## config.mk

```make
export PLATFORM = sky130hd
export DESIGN_NAME = tms_front
export DESIGN_NICKNAME = d
export VERILOG_FILES = /design/src/rtl/core/tms_pkg.sv /design/src/rtl/core/tms_front.sv
export SDC_FILE = /design/constraint.sdc
export NUM_CORES = 1
export LEC_CHECK = 0
export ABC_CLOCK_PERIOD_IN_PS = 5600
export BUFFER_PORTS_ARGS = -buffer_cell sky130_fd_sc_hd__buf_2
export CORE_MARGIN = 5
export CORE_UTILIZATION = 52
export CTS_BUF_LIST = sky130_fd_sc_hd__clkbuf_2
export DETAILED_ROUTE_END_ITERATION = 10
export GPL_TIMING_DRIVEN = 0
export PLACE_DENSITY = 0.88
export SLEW_MARGIN = 20
export SYNTH_ARGS = -nofsm -noshare
export SYNTH_HDL_FRONTEND = slang
export SYNTH_SLANG_ARGS = --single-unit
```

## constraint.sdc

```tcl
create_clock -name clk -period 5.6 [get_ports clk]
set_input_delay 0.84 -clock clk [delete_from_list [all_inputs] [get_ports clk]]
set_output_delay 0.84 -clock clk [all_outputs]
set_load 0.01 [all_outputs]
```

## src/rtl/core/tms_pkg.sv

```systemverilog
package tms_pkg;

  localparam int NumSources = 4;
  localparam int FifoDepth  = 16;
  localparam int MaxResults = 64;
  localparam int SrcW  = $clog2(NumSources);
  localparam int PtrW  = $clog2(FifoDepth);
  localparam int CntW  = $clog2(FifoDepth + 1);
  localparam int AddrW = SrcW + PtrW;
  localparam int ResW  = $clog2(MaxResults + 1);

  localparam logic OP_PACKET = 1'b0;
  localparam logic OP_END    = 1'b1;

  localparam logic [1:0] DROP_NONE  = 2'd0;
  localparam logic [1:0] DROP_FULL  = 2'd1;
  localparam logic [1:0] DROP_ENDED = 2'd2;

  typedef struct packed {
    logic        op;
    logic [1:0]  source_index;
    logic [31:0] stamp_seconds;
    logic [29:0] stamp_nanos;
    logic [15:0] packet_handle;
  } in_item_t;

  typedef struct packed {
    logic        packet_valid;
    logic [1:0]  out_source;
    logic [31:0] out_seconds;
    logic [29:0] out_nanos;
    logic [15:0] out_handle;
    logic        stream_done;
    logic [1:0]  drop_status;
    logic        last_result;
  } out_item_t;

  // Classified command passed from the front to the back part
  typedef struct packed {
    logic        drop;
    logic [1:0]  drop_code;
    logic [1:0]  src;
    logic [15:0] handle;
  } cmd_t;

  typedef enum logic [2:0] {
    BK_IDLE,
    BK_SCAN,
    BK_READ,
    BK_EMIT,
    BK_LOAD,
    BK_DONE
  } back_state_t;

endpackage

```

## src/rtl/core/tms_front.sv

```systemverilog
module tms_front (
  input  logic               clk,
  input  logic               rst,
  input  logic               take,
  input  tms_pkg::in_item_t  item,
  input  logic [2:0]         active_sources,
  input  logic [tms_pkg::NumSources-1:0] pop_src,
  output logic [tms_pkg::NumSources-1:0][tms_pkg::CntW-1:0] fill,
  output logic [tms_pkg::NumSources-1:0][tms_pkg::PtrW-1:0] rptr,
  output logic [tms_pkg::NumSources-1:0] ended,
  output logic               wr_en,
  output logic [tms_pkg::AddrW-1:0] wr_addr,
  output tms_pkg::cmd_t      cmd,
  output logic               cmd_push
);
  import tms_pkg::*;

  logic [NumSources-1:0][PtrW-1:0] wptr;
  logic [2:0] n_act;
  logic       in_range;
  logic       will_write;

  // Clamp active count to 1..NumSources
  always_comb begin
    n_act = active_sources;
    if (n_act == 3'd0) n_act = 3'd1;
    if ({1'b0, n_act} > 4'(NumSources)) n_act = 3'(NumSources);
  end

  assign in_range   = {1'b0, item.source_index} < n_act;
  assign will_write = take && in_range && item.op == OP_PACKET &&
                      !ended[item.source_index] &&
                      fill[item.source_index] < CntW'(FifoDepth);
  assign wr_en   = will_write;
  assign wr_addr = {item.source_index, wptr[item.source_index]};

  // Classify the item for the back part
  always_comb begin
    cmd.drop      = 1'b0;
    cmd.drop_code = DROP_NONE;
    cmd.src       = item.source_index;
    cmd.handle    = item.packet_handle;
    if (in_range && item.op == OP_PACKET) begin
      if (ended[item.source_index]) begin
        cmd.drop = 1'b1;
        cmd.drop_code = DROP_ENDED;
      end else if (fill[item.source_index] >= CntW'(FifoDepth)) begin
        cmd.drop = 1'b1;
        cmd.drop_code = DROP_FULL;
      end
    end
  end
  assign cmd_push = take;

  // Advance pointers and counts
  always_ff @(posedge clk) begin
    if (rst) begin
      wptr  <= '0;
      rptr  <= '0;
      fill  <= '0;
      ended <= '0;
    end else begin
      for (int i = 0; i < NumSources; i++) begin
        logic wi, pi;
        wi = will_write && item.source_index == SrcW'(i);
        pi = pop_src[i];
        if (wi) wptr[i] <= (wptr[i] == PtrW'(FifoDepth - 1)) ? '0 : wptr[i] + 1'b1;
        if (pi) rptr[i] <= (rptr[i] == PtrW'(FifoDepth - 1)) ? '0 : rptr[i] + 1'b1;
        if (wi && !pi) fill[i] <= fill[i] + 1'b1;
        else if (pi && !wi) fill[i] <= fill[i] - 1'b1;
      end
      if (take && in_range && item.op == OP_END) ended[item.source_index] <= 1'b1;
    end
  end

endmodule

```

==> out/results.ini <==
[run_status]
outcome = finished, final reports clean

[clock_tree]
cts_resized = 0
postCtsSetupBuffers = 0
htreeDepth = 2
root_buffer = clkbuf_2
clk_pin_slew_ns = 0.27
clkSinkCount = 56
cts_made_buffers = 5
clk_path_buf_depth = 2
clock_latency_ns = 0.45
cts_tree = done
holdBufCountCts = 0

[sta]
fmax_mhz = 290.7
period_needed_ns = 3.440
worstMarginPinSlew_ns = 0.6013
tns_ns = 0
period_share = 0.6143
setup_viol = 0
hold_viol = 0
relSlewSlack = 0.5991
rsz0062_at_grt = no
drv_slew = 0
skew_ns = 0.01744

[synth]
syn_nets = 506
ys_ff_latch = 56
post_synth.cell_area_avg_um2 = 8.969
postSynthCellCount = 386
synth_area_leaders = dfxtp_1 (32%), ha_1 (9.0%), nor2_1 (5.5%)
async_flop_share = 0
ys_types = 51
synth_top_cell_area_share = 0.3238
ys_seq_area_frac = 0.3238
synth_area_um2 = 3462
yosysWarnings = 0
synth-edff-count = 0
synthTopCellsByCount = dfxtp_1 (56), nor2_1 (51), a21oi_1 (30)
synthMostInstantiatedCell = dfxtp_1
synthFlopType = dfxtp_1
yosys.area.top_type = dfxtp_1

[detailed_routing]
wl_per_cell_um = 14.84
vias = 3068
drc = 0
drt_first_pass_iters = 4
routed_wl_um = 8179
via_per_inst = 5.568
drt-initial-drc-count = 153
ant_nets = 0

[floorplanning]
die_height_um = 91.60
dieArea_um2 = 8390
dieWidth_um = 91.60
io_pins = 160
core-area_um2 = 6422
num_rows = 29
initial_utilization = 0.5391

[critical_path]
crit_arrival_ns = 3.83
end_kind = flop
worst_ep_required_time_ns = 5.99
r2r_end = fill[14]
crit_path_start_kind = input pin
r2r_slack_ns = 2.62
cp-endpoint = fill[14]
crit_fanout = 6
path_class = input pin to flop
r2r_cells = 9
r2r_start = fill[14]
crit_start = active_sources[2]

[final_layout]
multi_input_area_um2 = 2049
area_growth_pct = 15.47
fill_cells = 546
layout-drive-gt1-share = 0.2785
nNetsFinal = 593
finalInstanceArea_um2 = 3998
register_area_um2 = 1121
diodes = 0

[pwr]
pwr-share-comb = 0.324
p_leak_uw = 0.001898
ir_worst_vdd_mv = 0.1243
p_int_uw = 614.9
power_switching_uw = 319.1
power_density_nw_per_um2 = 233.6
power.share.clock = 0.166
power.share.sequential = 0.510
p_sw_frac = 0.3416

[placed_design]
gp_congestion = 0.9183
hpwl_um = 6402
portBuffers = 80
postPlaceCellArea_um2 = 3959

[grt]
grt_max_degree = 16
grt_pass1_wl_um = 13830
grt-ovfl-total = 0
grtUsageTotal = 0.1972
antenna_found_initial = 0
grt_pass1_vias = 3072

[run]
maxCapViolCount = 0

[min_path]
worstHoldPathType = flop to flop

-- per-layer routing --
metal | up-vias | part of all wire | GRT usage | wire [µm]
li1 | 1523 | - | - | -
met1 | 1415 | 0.42 | 0.2343 | 3416
met2 | 114 | 0.47 | 0.3366 | 3855
met3 | 16 | 0.092 | 0.05207 | 753
met4 | 0 | 0.019 | 0.08040 | 154
met5 | - | 0 | 0 | 0
-- power groups by stage --
stage / clock, µW / combinational [µW] / sequential (µW)
global placement: 0 / 290 / 480
floorplan: 0 / 200 / 489
finish: 155 / 303 / 476
detailed placement: 0 / 303 / 483
global route: 183 / 339 / 482
CTS: 163 / 305 / 475
-- how the worst min path moves through the flow --
stage,slack (ns),to,depth (start not counted),start
floorplan,0.49,wptr[4],2,wptr[4]
global placement,0.47,ended[0],2,ended[0]
detailed placement,0.49,ended[0],2,ended[0]
CTS,0.51,ended[0],2,ended[0]
global route,0.55,ended[2],2,ended[2]
finish,0.52,ended[0],2,ended[0]
-- critical path, stage by stage --
cell and delay, ns:
buf_2 0.12, nand2b_1 0.15, ha_1 0.29, and4bb_2 0.29, nor4_4 0.49, ha_1 0.31, inv_1 0.11, ha_1 0.32
nor2b_1 0.16, o22ai_1 0.17, mux2i_1 0.22, mux2_2 0.34
-- state kept, by name, indices dropped and copies added, names as in the netlist --
| register | count |
|---|---|
| fill | 20 |
| rptr | 16 |
| wptr | 16 |
| ended | 4 |
-- area by class of cell --
cell class / instances / share of cell area
Timing Repair Buffer: 80 / 0.1002
Tap cell: 77 / 0.02410
Inverter: 18 / 0.01690
Clock inverter: 1 / 0.0009390
Clock buffer: 7 / 0.008764
Buffer: 36 / 0.05603
Sequential cell: 56 / 0.2804
Multi-Input combinational cell: 276 / 0.5127
-- cells in the final DEF (no fill, tap or decap), drive strengths merged, types with 9 or more instances in the layout --
master and instances:
a21oi 30, buf 106, clkbuf 17, dfxtp 56, ha 25, inv 18, mux2i 18, nand2 22
nor2 53, nor2b 9, or3 9, xor2 10
-- through the flow --
step	total power, µW	utilization	hold slack, ns	std cells	setup slack (ns)
6_report	934.0	0.6224	0.5160	551	2.160
5_1_grt	1004	0.6224	0.5475	551	2.027
4_1_cts	944.0	0.6224	0.5147	551	2.180
3_5_place_dp	785.9	0.6164	0.4857	543	1.642
3_3_place_gp	769.6	0.6164	0.4749	543	1.706
2_1_floorplan	688.9	-	0.4867	386	2.055
-- cell families after synthesis --
kind of cell	after synthesis	synth area share
buf+inv	54	0.08421
compound gates	67	0.1222
xor+xnor	13	0.03289
flops	56	0.3238
simple gates	139	0.2194
fa+ha+maj	29	0.1135
mux	28	0.1041
Power figures use the tool's default switching activity.
