### src/rtl/core/tms_pkg.sv
package tms_pkg;

  localparam int NumSources = 4;
  localparam int FifoDepth  = 16;
  localparam int MaxResults = 64;
  localparam int SrcW  = $clog2(NumSources);
  localparam int PtrW  = $clog2(FifoDepth);
  localparam int CntW  = $clog2(FifoDepth + 1);
  localparam int AddrW = SrcW + PtrW;
  localparam int ResW  = $clog2(MaxResults + 1);

  localparam logic OP_PACKET = 1'b0;
  localparam logic OP_END    = 1'b1;

  localparam logic [1:0] DROP_NONE  = 2'd0;
  localparam logic [1:0] DROP_FULL  = 2'd1;
  localparam logic [1:0] DROP_ENDED = 2'd2;

  typedef struct packed {
    logic        op;
    logic [1:0]  source_index;
    logic [31:0] stamp_seconds;
    logic [29:0] stamp_nanos;
    logic [15:0] packet_handle;
  } in_item_t;

  typedef struct packed {
    logic        packet_valid;
    logic [1:0]  out_source;
    logic [31:0] out_seconds;
    logic [29:0] out_nanos;
    logic [15:0] out_handle;
    logic        stream_done;
    logic [1:0]  drop_status;
    logic        last_result;
  } out_item_t;

  // Classified command passed from the front to the back part
  typedef struct packed {
    logic        drop;
    logic [1:0]  drop_code;
    logic [1:0]  src;
    logic [15:0] handle;
  } cmd_t;

  typedef enum logic [2:0] {
    BK_IDLE,
    BK_SCAN,
    BK_READ,
    BK_EMIT,
    BK_LOAD,
    BK_DONE
  } back_state_t;

endpackage

### src/rtl/core/tms_back.sv
module tms_back (
  input  logic               clk,
  input  logic               rst,
  input  logic               q_valid,
  input  tms_pkg::cmd_t      q_cmd,
  output logic               q_pop,
  input  logic [2:0]         active_sources,
  input  logic [tms_pkg::NumSources-1:0][tms_pkg::CntW-1:0] fill,
  input  logic [tms_pkg::NumSources-1:0][tms_pkg::PtrW-1:0] rptr,
  input  logic [tms_pkg::NumSources-1:0] ended,
  output logic [tms_pkg::NumSources-1:0] pop_src,
  output logic [tms_pkg::NumSources-1:0] head_load,
  output logic               rd_en,
  output logic [tms_pkg::AddrW-1:0] rd_addr,
  input  logic [31:0]        rd_sec,
  input  logic [29:0]        rd_ns,
  input  logic [15:0]        rd_hdl,
  input  logic               head_ok,
  input  logic [tms_pkg::NumSources-1:0][61:0] heads,
  output logic               strobe,
  output tms_pkg::out_item_t result,
  output logic               busy_back
);
  import tms_pkg::*;

  back_state_t state, state_next;
  logic        done_sent, done_sent_next;
  logic [ResW-1:0] count, count_next;
  logic [SrcW-1:0] best_src, best_src_next;
  logic [2:0]  n_act;
  logic        stall, any;
  logic [SrcW-1:0] best;
  logic [61:0] best_key;
  out_item_t   res_next;
  logic        strobe_next;
  out_item_t   hold, hold_next;
  logic        hold_valid, hold_valid_next;
  logic        at_limit;

  always_comb begin
    n_act = active_sources;
    if (n_act == 3'd0) n_act = 3'd1;
    if ({1'b0, n_act} > 4'(NumSources)) n_act = 3'(NumSources);
  end

  // Pick the smallest head; ties keep the lower index
  always_comb begin
    stall = 1'b0;
    any = 1'b0;
    best = '0;
    best_key = '0;
    for (int i = 0; i < NumSources; i++) begin
      if (4'(i) < {1'b0, n_act}) begin
        if (fill[i] == '0) begin
          if (!ended[i]) stall = 1'b1;
        end else if (!any || heads[i] < best_key) begin
          any = 1'b1;
          best = SrcW'(i);
          best_key = heads[i];
        end
      end
    end
  end

  always_ff @(posedge clk) begin
    if (rst) begin
      state      <= BK_IDLE;
      done_sent  <= 1'b0;
      count      <= '0;
      strobe     <= 1'b0;
      hold_valid <= 1'b0;
    end else begin
      state      <= state_next;
      done_sent  <= done_sent_next;
      count      <= count_next;
      strobe     <= strobe_next;
      hold_valid <= hold_valid_next;
    end
    best_src <= best_src_next;
    result   <= res_next;
    hold     <= hold_next;
  end

  // Sequence drop, merge releases and completion for one item; each result
  // is held until the next decision so the final one can be marked
  always_comb begin
    state_next      = state;
    done_sent_next  = done_sent;
    count_next      = count;
    best_src_next   = best_src;
    hold_next       = hold;
    hold_valid_next = hold_valid;
    res_next        = '0;
    strobe_next     = 1'b0;
    q_pop           = 1'b0;
    pop_src         = '0;
    head_load       = '0;
    rd_en           = 1'b0;
    rd_addr         = {best_src, rptr[best_src]};
    at_limit        = (count == ResW'(MaxResults));
    unique case (state)
      BK_IDLE: begin
        if (q_valid) begin
          q_pop = 1'b1;
          count_next = '0;
          hold_next = '0;
          hold_valid_next = 1'b0;
          if (q_cmd.drop) begin
            hold_next.out_source  = q_cmd.src;
            hold_next.out_handle  = q_cmd.handle;
            hold_next.drop_status = q_cmd.drop_code;
            hold_valid_next = 1'b1;
            count_next = ResW'(1);
          end
          state_next = BK_SCAN;
        end
      end
      BK_SCAN: begin
        if (at_limit || stall || !any) begin
          if (!at_limit && stall) done_sent_next = 1'b0;
          if (!at_limit && !stall && !any && !done_sent) begin
            if (hold_valid) begin
              // release the held result, completion follows
              res_next = hold;
              strobe_next = 1'b1;
              hold_valid_next = 1'b0;
              state_next = BK_DONE;
            end else begin
              res_next.stream_done = 1'b1;
              res_next.last_result = 1'b1;
              strobe_next = 1'b1;
              done_sent_next = 1'b1;
              state_next = BK_IDLE;
            end
          end else begin
            if (hold_valid) begin
              res_next = hold;
              res_next.last_result = 1'b1;
              strobe_next = 1'b1;
            end
            hold_valid_next = 1'b0;
            state_next = BK_IDLE;
          end
        end else begin
          if (hold_valid) begin
            res_next = hold;
            strobe_next = 1'b1;
          end
          hold_valid_next = 1'b0;
          best_src_next = best;
          state_next = BK_READ;
        end
      end
      BK_READ: begin
        rd_en = 1'b1;
        pop_src[best_src] = 1'b1;
        state_next = BK_EMIT;
      end
      BK_EMIT: begin
        hold_next = '0;
        hold_next.packet_valid = 1'b1;
        hold_next.out_source   = best_src;
        hold_next.out_seconds  = rd_sec;
        hold_next.out_nanos    = rd_ns;
        hold_next.out_handle   = rd_hdl;
        hold_valid_next = 1'b1;
        count_next = count + 1'b1;
        // fetch the new head of the popped source
        if (fill[best_src] != '0) begin
          rd_en = 1'b1;
          state_next = BK_LOAD;
        end else begin
          state_next = BK_SCAN;
        end
      end
      BK_LOAD: begin
        head_load[best_src] = 1'b1;
        state_next = BK_SCAN;
      end
      BK_DONE: begin
        res_next.stream_done = 1'b1;
        res_next.last_result = 1'b1;
        strobe_next = 1'b1;
        done_sent_next = 1'b1;
        state_next = BK_IDLE;
      end
      default: state_next = BK_IDLE;
    endcase
  end

  assign busy_back = (state != BK_IDLE);

  a_pop_when_read: assert property (@(posedge clk) disable iff (rst)
    $onehot0(pop_src)) else $error("more than one source popped");
  a_pop_nonempty: assert property (@(posedge clk) disable iff (rst)
    (state == BK_READ) |-> fill[best_src] != '0) else $error("pop of empty fifo");
  a_done_once: assert property (@(posedge clk) disable iff (rst)
    (strobe && result.stream_done) |-> $past(!done_sent)) else $error("double done");
  a_head_ok: assert property (@(posedge clk) disable iff (rst)
    (state == BK_EMIT || state == BK_LOAD) |-> head_ok) else $error("read data missing");

endmodule

### config.mk
export PLATFORM = sky130hd
export DESIGN_NAME = tms_back
export DESIGN_NICKNAME = d
export VERILOG_FILES = /design/src/rtl/core/tms_pkg.sv /design/src/rtl/core/tms_back.sv
export SDC_FILE = /design/constraint.sdc
export NUM_CORES = 1
export LEC_CHECK = 0
export BUFFER_PORTS_ARGS = -buffer_cell sky130_fd_sc_hd__buf_4
export CORE_AREA = 2 2 196 198
export CTS_CLUSTER_DIAMETER = 200
export DETAILED_ROUTE_END_ITERATION = 8
export DIE_AREA = 0 0 198 200
export GPL_TIMING_DRIVEN = 1
export PLACE_DENSITY = 0.65
export SETUP_SLACK_MARGIN = 0.1
export SYNTH_ARGS = -nofsm -noshare
export SYNTH_HDL_FRONTEND = slang
export SYNTH_SLANG_ARGS = --single-unit
### constraint.sdc
create_clock -name clk -period 8.3 [get_ports clk]
set_input_delay 0.415 -clock clk [delete_from_list [all_inputs] [get_ports clk]]
set_output_delay 0.415 -clock clk [all_outputs]
set_load 0.01 [all_outputs]
==> flow_summary.yaml <==
yosys:
  synth_area_per_cell_um2: 8.986
  synth-async-reset-ratio: 0
  synth_seq_area_share: 0.3648
  syn_area_mm2: 0.01237
  ys_ff_latch: 183
  ys_types: 65
  synth_flop_cell: "dfxtp_1"
  yosys_warnings: 0
  syn_nets: 1959
  synth_edf_count: 85
  synth_cells: 1377
placement:
  port_buffers: 495
  dp_slack_ps: -511.5
  dpl.hpwl_um: 39090
  place.gp.congestion: 0.9453
routing:
  avgRoutedWirePerCell_um: 18.76
  drt_iter0_drc: 802
  routed_wl_um: 47340
  via_per_inst: 5.035
  ant_nets: 0
  drc: 0
  first_pass_iters: 6
  via_count: 12700
clock_tree:
  cts-hold-fix-buffers: 0
  cts_tree: "done"
  clock_latency_ps: 420
  clk_path_buf_depth: 2
  cts.reportedPaths.clkPinSlew_ps: 70
  numCtsBuffers: 17
  ctsHtreeMaxLevel: 4
  clockRootBuffer: "clkbuf_16"
  cts.sinks: 183
floorplanning:
  dieArea_mm2: 0.03960
  die_w_um: 198
  initial_core_util: 0.3309
  die_h_um: 200
  num_rows: 71
  io_pins: 497
  core-area_mm2: 0.03740
timing:
  max_slew_margin: 0.3934
  finalCriticalPeriod_ps: 7977
  setup_viol_count_final: 0
  rsz0062_at_grt: "true"
  clock.fmax_ghz: 0.1254
  hold_violations: 0
  holdWs_ps: 251.3
  slew_violations: 0
  fin_worst_skew_ps: 8.662
  worst_pin_slew_ps: 909.9
  period_share: 0.9611
  finalWorstSetupSlack_ps: 322.8
grt:
  track_usage: 0.2267
  grt_pass1_wl_um: 68270
  grt_max_degree: 88
  grt_pass1_vias: 12400
  antenna_found_initial: 5
  grt-ovfl-total: 0
cells_and_area:
  final_util: 0.5043
  syn_to_final_growth_pct: 52.41
  drive_gt1_frac: 0.3921
  finalNetCount: 2576
worst_setup_path:
  rr_startpoint: "state[2]"
  crit_path_start_kind: "input port"
  cp_num_cells: 38
  crit_type: "in -> reg"
  startpoint: "fill[1]"
  slowest_delay_ps: 520
  r2r_slack_ps: 5400
  crit_family: "simple AND/OR/NAND/NOR gates"
  path_max_fanout: 18
  worst_path_max_delay_cell: "or4_4"
  cp-endpoint: "best_src[1]"
  crit_top_cell: "buf_12"
  rr_worst_depth: 5
  cp.required_ps: 8600
  crit_buf_inv: 6
  worst_setup_path_end_kind: "register"
  crit_arrival_ps: 8270
  rr_endpoint: "hold[15]"
power_and_ir_drop:
  power_density_mw_per_mm2: 164.9
  vdd_drop_max_mv: 0.1025
  power.leakage_nw: 9.171
min_path:
  hold_class: "in -> reg"
run:
  maxCapViolCount: 0
outcome:
  outcome: "finished, final reports clean"
[cells in the final DEF (no fill, tap or decap), types with 5 or more instances in the layout]
master,count
a211oi_1,8
a21o_1,28
a21oi_1,100
a21oi_2,25
a31oi_1,5
a32oi_1,24
a32oi_2,6
and2_1,63
and3_1,87
buf_12,8
buf_4,657
clkbuf_16,19
dfxtp_1,97
diode_2,5
edfxtp_1,85
ha_1,186
inv_1,18
nand2_1,183
nand2b_1,8
nand3_1,39
nand4_1,26
nor2_1,114
nor3_1,20
nor3_2,5
o211ai_1,10
o21a_1,40
o21ai_0,33
o21ai_1,7
[synth_stat cells, types with 26 or more instances]
master	number	area, um^2
nand4_1	26	162.7
nand2_1	186	698.2
a32oi_1	30	262.8
nor2_1	116	435.4
a21oi_1	116	580.6
and3_1	87	544.3
ha_1	188	2352
dfxtp_1	98	1962
o21ai_0	36	180.2
nand3_1	40	200.2
and2_1	63	394.1
a21o_1	28	210.2
o21a_1	41	307.8
clkbuf_1	49	183.9
edfxtp_1	85	2552
[stage by stage]
stage / power, W / cells / area, um^2 / TNS [ps]
floorplan: 0.001679 / 1377 / 12370 / 0
global placement: 0.002169 / 2472 / 17680 / -855.2
detailed placement: 0.002190 / 2472 / 17680 / -1004
CTS: 0.003054 / 2505 / 18350 / 0
global route: 0.003297 / 2522 / 18860 / 0
finish: 0.003110 / 2523 / 18860 / 0
[per-layer routing]
| metal | vias to the layer above | GRT usage | part of all wire | wire (um) |
|---|---|---|---|---|
| li1 | 6322 | - | - | - |
| met1 | 5850 | 0.2660 | 0.40 | 19150 |
| met2 | 469 | 0.4085 | 0.50 | 23590 |
| met3 | 63 | 0.04587 | 0.066 | 3119 |
| met4 | 0 | 0.08521 | 0.031 | 1485 |
| met5 | - | 0 | 0 | 0 |
[cell type report]
class	instances	area (um^2)
clock buffers	20	446.7
flip-flops and latches	183	4516
diodes	5	12.51
multi-input cells	1100	7784
well taps	511	639.4
repair buffers	672	5202
clock inverters	12	183.9
fillers	3450	18540
inverters	20	75.07
[power breakdown]
part | switching [W] | internal [W] | leakage (nW) | total (W)
sequential | 0.0000250 | 0.00102 | 1.63 | 0.00105
combinational | 0.000612 | 0.000603 | 7.23 | 0.00121
clock | 0.000352 | 0.000495 | 0.308 | 0.000847
[state kept, by name, summed over array words and instances (netlist names)]
signal      cells
best_src        2
hold           83
done_sent       1
state           3
strobe          1
result         85
hold_valid      1
count           7
[worst register-to-register path: stages, from the launching register on]
cell and delay [ps]:
dfxtp_1 460, inv_1 200, nand3_1 420, buf_4 400
nand2_4 250, buf_4 730
[repair_timing]
action,CTS,global route
endpoints found under the setup margin,2,2
resized for setup,6,75
pin swaps,2,32
cloned,0,2
setup buffers,1,11
[worst min path at each step]
stage / startpoint / to / slack (ps) / depth (start not counted)
global placement: hold[14] / result[14] / 450 / 1
global route: rd_ns[1] / hold[21] / 240 / 2
detailed placement: hold[24] / result[24] / 460 / 1
floorplan: hold[10] / result[10] / 450 / 1
finish: rst / count[6] / 250 / 2
CTS: rst / count[4] / 230 / 2
[cells by family (layout without fill, tap and decap cells)]
| logic type | count (synthesis) | after routing | synth area share |
|---|---|---|---|
| AOI/OAI and AO/OA | 326 | 326 | 0.1734 |
| adders and majority gates | 188 | 188 | 0.1901 |
| buffers and inverters | 94 | 724 | 0.03377 |
| DFF | 183 | 183 | 0.3648 |
| muxes | 5 | 5 | 0.008089 |
| other | 0 | 5 | 0 |
| and+or+nand+nor | 581 | 581 | 0.2298 |
No activity file was read; power rests on OpenSTA's default activity.
